## config.mk

```make
export PLATFORM = sky130hd
export DESIGN_NAME = pscr_cell
export DESIGN_NICKNAME = d
export VERILOG_FILES = /design/src/hdl/pscr_pkg.sv /design/src/hdl/pscr_cell.sv
export SDC_FILE = /design/constraint.sdc
export NUM_CORES = 1
export LEC_CHECK = 0
export ABC_AREA = 0
export BUFFER_PORTS_ARGS = -buffer_cell sky130_fd_sc_hd__buf_2
export CAP_MARGIN = 20
export CORE_ASPECT_RATIO = 0.6
export CORE_MARGIN = 8
export CORE_UTILIZATION = 47
export DETAILED_ROUTE_END_ITERATION = 7
export PLACE_DENSITY = 0.83
export SYNTH_ARGS = -nofsm -noshare
export SYNTH_HDL_FRONTEND = slang
export SYNTH_SLANG_ARGS = --single-unit
```

## constraint.sdc

```tcl
create_clock -name i_clk -period 2.66 [get_ports i_clk]
set_clock_uncertainty 0.1 [all_clocks]
set_input_delay 0.399 -clock i_clk [delete_from_list [all_inputs] [get_ports i_clk]]
set_output_delay 0.399 -clock i_clk [all_outputs]
set_load 0.1 [all_outputs]
```

## src/hdl/pscr_pkg.sv

```systemverilog
// ----------------------------------------------------------------------------
// pscr_pkg
// Shared types and constants of the proxy scan result cache.
// ----------------------------------------------------------------------------
package pscr_pkg;

    localparam int DEPTH      = 64;
    localparam int IDX_W      = $clog2(DEPTH);
    localparam int CNT_W      = $clog2(DEPTH + 1);
    localparam int CFG_W      = 7;
    localparam int ST_W       = 3;
    localparam int AGE_W      = 64;
    localparam int KEY_W      = 56;
    localparam int SLOT_W     = 6;
    localparam int IN_DATA_W  = 128;
    localparam int OUT_DATA_W = 16;

    localparam logic [ST_W-1:0] ST_FREE    = 3'd0;
    localparam logic [ST_W-1:0] ST_TIMEOUT = 3'd5;

    localparam logic REQ_PUT  = 1'b0;
    localparam logic REQ_PICK = 1'b1;

    typedef struct packed {
        logic [ST_W-1:0]  status;
        logic [KEY_W-1:0] key;
        logic [AGE_W-1:0] age;
    } t_entry;

    // Command broadcast to every cell.
    typedef struct packed {
        logic            wr;
        logic            touch;
        logic [IDX_W-1:0] idx;
        t_entry          data;
    } t_cell_cmd;

    // Word passed down the chain while scanning.
    typedef struct packed {
        logic             found_free;
        logic [IDX_W-1:0] free_idx;
        logic             found_hit;
        logic [IDX_W-1:0] hit_idx;
        logic [ST_W-1:0]  hit_status;
        logic             found_vic;
        logic [IDX_W-1:0] vic_idx;
        logic [ST_W-1:0]  vic_status;
        logic [AGE_W-1:0] vic_age;
    } t_scan;

endpackage

```

## src/hdl/pscr_cell.sv

```systemverilog
// ----------------------------------------------------------------------------
// pscr_cell
// One table slot: holds an entry, folds it into the passing scan word.
// ----------------------------------------------------------------------------
module pscr_cell (
    input  logic                i_clk,
    input  logic                i_rst_n,
    input  logic [pscr_pkg::IDX_W-1:0] i_my_idx,
    input  pscr_pkg::t_cell_cmd i_cmd,
    input  logic                i_active,
    input  logic [pscr_pkg::KEY_W-1:0] i_key,
    input  pscr_pkg::t_scan     i_scan,
    output pscr_pkg::t_scan     o_scan
);
    import pscr_pkg::*;

    logic [ST_W-1:0]  r_status;
    logic [KEY_W-1:0] r_key;
    logic [AGE_W-1:0] r_age;
    t_scan            n_scan;
    logic             sel;

    assign sel = (i_cmd.idx == i_my_idx);

    always_ff @(posedge i_clk) begin
        if (!i_rst_n) begin
            r_status <= ST_FREE;
        end else if (i_cmd.wr && sel) begin
            r_status <= i_cmd.data.status;
        end
        if (i_cmd.wr && sel) begin
            r_key <= i_cmd.data.key;
            r_age <= i_cmd.data.age;
        end else if (i_cmd.touch && sel) begin
            r_age <= i_cmd.data.age;
        end
    end

    // victim order: lower class first, then older, earlier index wins ties
    always_comb begin
        n_scan = i_scan;
        if (i_active) begin
            if (r_status == ST_FREE) begin
                if (!i_scan.found_free) begin
                    n_scan.found_free = 1'b1;
                    n_scan.free_idx   = i_my_idx;
                end
            end else begin
                if (!i_scan.found_hit && r_key == i_key) begin
                    n_scan.found_hit  = 1'b1;
                    n_scan.hit_idx    = i_my_idx;
                    n_scan.hit_status = r_status;
                end
                if (!i_scan.found_vic || r_status < i_scan.vic_status ||
                    (r_status == i_scan.vic_status && r_age < i_scan.vic_age)) begin
                    n_scan.found_vic  = 1'b1;
                    n_scan.vic_idx    = i_my_idx;
                    n_scan.vic_status = r_status;
                    n_scan.vic_age    = r_age;
                end
            end
        end
    end

    always_ff @(posedge i_clk) begin
        o_scan <= n_scan;
    end

endmodule
```

Word level (Yosys, flattened, before mapping)
Cells that the tools add are included.
W data, S select, Z words.
{ "totals": {"input_bits": 287, "memories": 0, "latch_bits": 0, "word_cells": 35, "mem_bits_ro": 0, "regBits": 214, "output_inout_bits": 91, "ram_bits": 0} }
{ "op_classes": {"n_mux": 8, "n_shift": 0, "multipliers": 0, "n_reduce_logical": 10, "order_cmp": 2, "add_sub_neg": 0, "bitwise_logic": 0, "n_div": 0, "n_eq_ne": 3} }
{ "ops": {"columns": ["operator", "n"], "rows": [
  ["$mux W64", 2],
  ["$mux W91", 1],
  ["$mux W84", 1],
  ["$mux W74", 1],
  ["$lt A64 B64 Y1", 1],
  ["$eq A56 B56 Y1", 1],
  ["$mux W10", 1],
  ["$mux W7", 1],
  ["$eq A6 B6 Y1", 1],
  ["$mux W6", 1],
  ["$logic_and A1 B1 Y1", 4],
  ["$eq A3 B3 Y1", 1],
  ["$logic_not A3 Y1", 1],
  ["$lt A3 B3 Y1", 1],
  ["$logic_not A1 Y1", 2],
  ["$logic_or A1 B1 Y1", 2],
  ["$reduce_bool A2 Y1", 1]
]} }

Logic depth before layout (Yosys ltp)
{ "depth": {"ltp_word": 6, "ltp_mapped": 10, "ltp_nobuf": 8} }

Worst setup path after synthesis
OpenSTA, ideal clock, no wires.
{ "synth_timing": {"path_kind": "input port to flip-flop", "from": "input port i_my_idx[1] (netlist bit)", "to": "register r_age[0] (enable)", "required_ns": 2.133, "setup_ns": 0.427, "cell_stages": 4, "t_arrival_ns": 2.330, "path_slack_ns": -0.196, "path_buffers": 0, "cell_sequence": "xnor2_1 > nand4_1 > nor3_1 > o21a_1"} }
{ "synth_between": {"elab_chain_cells": 3, "elab_cells_between_ends": 4, "classes_between": "eq/ne (1); reduce/logical (3)"} }
{ "synth_rtl": {"columns": ["item", "line_no", "source"], "rows": [
  ["start: declaration", "pscr_cell.sv:8", "input logic [pscr_pkg::IDX_W-1:0] i_my_idx,"],
  ["$eq A6 B6 Y1 (*)", "pscr_cell.sv:23", "assign sel = (i_cmd.idx == i_my_idx);"],
  ["$logic_and A1 B1 Y1, on equally long branches", "pscr_cell.sv:31, pscr_cell.sv:34", null],
  ["$reduce_bool A2 Y1 (no source line) (*)", null, null],
  ["end signal: assignment", "pscr_cell.sv:33", "r_age <= i_cmd.data.age;"],
  ["end signal: assignment", "pscr_cell.sv:35", "r_age <= i_cmd.data.age;"],
  ["end: declaration", "pscr_cell.sv:19", "logic [AGE_W-1:0] r_age;"]
]} }
Mark *: on every way between the ends. The rest lies on a longest branch, timed or not.
A chain may end at the register's enable or synchronous reset.

==> flow_summary.json <==
{
  "outcome": "finished, violations left",
  "violations": "negative setup slack",
  "gp_congestion": 0.9020,
  "drt_iter0_markers": 1317,
  "synthMuxAreaShare_pct": 1.986,
  "grt-ovfl-total": 0,
  "cts_buffer_depth": 3,
  "fin_util_pct": 70.23,
  "firstDrtPassIters": 6,
  "syn-cell-area_sq_um": 11720,
  "die_h_microns": 138.3,
  "yosysWarningCount": 0,
  "max_slew_margin_pct": 62.30,
  "synth_cells": 1090,
  "crit_top_cell": "nand4_1",
  "dpl.cell_count": 1786,
  "crit_required_ns": 2.93,
  "synth_edf_count": 120,
  "crit_fanout": 7,
  "multi_input_area_sq_um": 5598,
  "root_buffer": "clkbuf_16",
  "ys_seq_elements": 214,
  "finalNonFillerCells": 1988,
  "post_dp_cell_area_sq_um": 14490,
  "finish.instance_area_sq_um": 17090,
  "synth.most_common_cell": "inv_1",
  "fmax_mhz": 353.4,
  "whs_ns": 0.01575,
  "synth-simple-area-share_pct": 6.599,
  "viasPerCell": 5.954,
  "setup_viol": 73,
  "ys_async_sr_fraction_pct": 0,
  "die_width_microns": 219.8,
  "yosys.area_share.adder_pct": 7.048,
  "io_pins": 378,
  "cts_buffers": 22,
  "min_path_type": "in2reg",
  "min_period_over_period_pct": 106.4,
  "critPathArrivalTime_ns": 3.10,
  "synth_area_leader_cell": "edfxtp_1",
  "grt_pass1_vias": 11920,
  "end_kind": "flip-flop",
  "period_needed_ns": 2.830,
  "cts-htree-levels": 1,
  "drive_gt1_share_pct": 37.85,
  "synthesis.nets": 1443,
  "portBuffers": 377,
  "worst_slack_ns": -0.1696,
  "cts_sinks": 214,
  "synth_cell_type_count": 50,
  "grt.total_usage_pct": 27.17,
  "final_hold_viol_count": 0,
  "synth_xor_area_share_pct": 4.634,
  "syn2layout_area_growth_pct": 45.85,
  "rows": 44,
  "nets": 1992,
  "max_stage_delay_ns": 0.46,
  "worst_slew_pin_slew_ns": 0.5654,
  "fillers": 1707,
  "synth_top_family_by_area": "compound AO/OA/AOI/OAI gates",
  "ys_seq_area_share_pct": 46.81,
  "clkTransAtPathRegs_ns": 0.06,
  "cts_tree": "yes",
  "grt_pass1_wl_mm": 66.47,
  "postSynthAreaPerCell_sq_um": 10.75,
  "routed_wl_mm": 45.71,
  "num_vias": 11840,
  "drv_cap": 0,
  "antenna_found_initial": 13,
  "synth.top_cell.area_share_pct": 30.75,
  "clk-insertion-delay-late_ns": 0.51,
  "synth.top_cells.by_count": "142 x inv_1, 120 x edfxtp_1, 99 x nand2_1, 94 x dfxtp_1, 80 x o21ai_0",
  "slowest_stage": "edfxtp_1",
  "maxSlewViolCount": 0,
  "place_hpwl_mm": 29.38,
  "peakVddDrop_mv": 0.5282,
  "wire_per_inst_microns": 22.99,
  "postRouteAntennaNets": 0,
  "synth_compound_area_share_pct": 25.38,
  "core_area_sq_um": 24330,
  "regArea_sq_um": 5485,
  "ys.flop_type": "edfxtp_1",
  "crit_chain": "ha_4, nand4_1, nor4_4, buf_4, nand4_1, a31oi_4, or4_4, buf_12, clkbuf_16, o2111ai_2",
  "drc_errors": 0,
  "crit_path_start_kind": "flip-flop",
  "yosys-top-cells-area": "edfxtp_1 31%, dfxtp_1 16%, o2111ai_2 9.0%, ha_1 7.0%, a32oi_1 5.5%",
  "start_util_pct": 48.15,
  "p_leak_nw": 7.243,
  "crit_type": "reg2reg",
  "power_density_nw_per_um2": 508.2,
  "grt_max_degree": 78,
  "rsz0062_at_grt": "yes",
  "fp.dieArea_sq_um": 30410
}
-- flip-flops by register name, indices dropped and copies added, names as in the netlist --
register and flops:
o_scan 91, r_age 64, r_key 56, r_status 3
-- power breakdown --
part | internal (mW) | leakage [nW] | switching (mW)
registers | 3.60 | 1.87 | 0.0536
clock network | 2.02 | 0.370 | 1.32
logic | 0.599 | 5.00 | 1.09
-- worst paths after layout --
| check | start | to | slack [ns] | depth (start not counted) |
|---|---|---|---|---|
| worst max-delay path | r_age[42] | o_scan[35] | -0.17 | 10 |
| worst min-delay path | i_scan[88] | o_scan[88] | 0.02 | 2 |
| worst max register to register | r_age[42] | o_scan[35] | -0.17 | 10 |
| worst min register to register | r_age[0] | o_scan[0] | 0.41 | 2 |
-- metal layers --
layer  wire [microns]  track usage, %
met4             1939           9.771
met2            21930           45.94
met5               10               0
met1            17160           33.56
met3             4676           6.035
-- critical path: cells and delay by family (launching register included) --
| kind | cells | cell delay, ns |
|---|---|---|
| buf+inv | 3 | 0.48 |
| compound gates | 2 | 0.33 |
| simple gates | 4 | 0.98 |
| fa+ha+maj | 1 | 0.31 |
| flops | 1 | 0.46 |
-- cell families after synthesis --
group / count (synthesis)
AO/OA/AOI/OAI: 349
XOR/XNOR: 62
adder cells (fa/ha/maj): 66
buffers and inverters: 220
flip-flops: 214
multiplexers: 18
AND/OR/NAND/NOR: 161
-- cell type report --
type / count / share of cell area (%)
Multi-Input combinational cell: 656 / 32.76
Sequential cell: 214 / 32.10
Timing Repair Buffer: 603 / 24.99
Clock buffer: 29 / 3.617
Inverter: 142 / 3.119
Tap cell: 322 / 2.357
Clock inverter: 10 / 0.8932
Antenna cell: 12 / 0.1757
-- cells in the final DEF, fill, tap and decap left out, types with 6 or more instances in the layout --
cell,count
clkbuf_16,27
ha_1,59
inv_1,141
nand3_1,6
edfxtp_1,120
dlygate4sd3_1,127
diode_2,12
a21oi_1,26
ha_4,7
buf_2,377
o21ai_0,77
nand4_1,21
mux2_2,6
a211oi_1,67
mux2_4,9
xnor2_1,32
dfxtp_1,94
buf_12,17
xor2_1,30
buf_4,70
nand2_1,97
o2111ai_2,70
nor4_1,8
a32oi_1,73
-- stage by stage --
stage | worst slack [ns] | power [mW] | TNS [ns]
6_report | -0.1696 | 8.685 | -9.402
2_1_floorplan | 0.05500 | 4.693 | 0
4_1_cts | -0.1309 | 8.677 | -7.180
3_3_place_gp | -0.4309 | 5.168 | -27.56
3_5_place_dp | -0.4672 | 5.201 | -28.72
5_1_grt | -0.2507 | 8.942 | -15.69
-- timing repair --
item                                   in CTS  in global routing
gates cloned                                1                  6
pin swaps                                   4                  8
endpoints found under the hold margin     127                  0
hold buffers                              127                  0
setup endpoints to repair                  73                 80
gates resized for setup                    11                 26
setup buffers                               1                 16
Note: power is estimated with default switching activity, not from simulation.
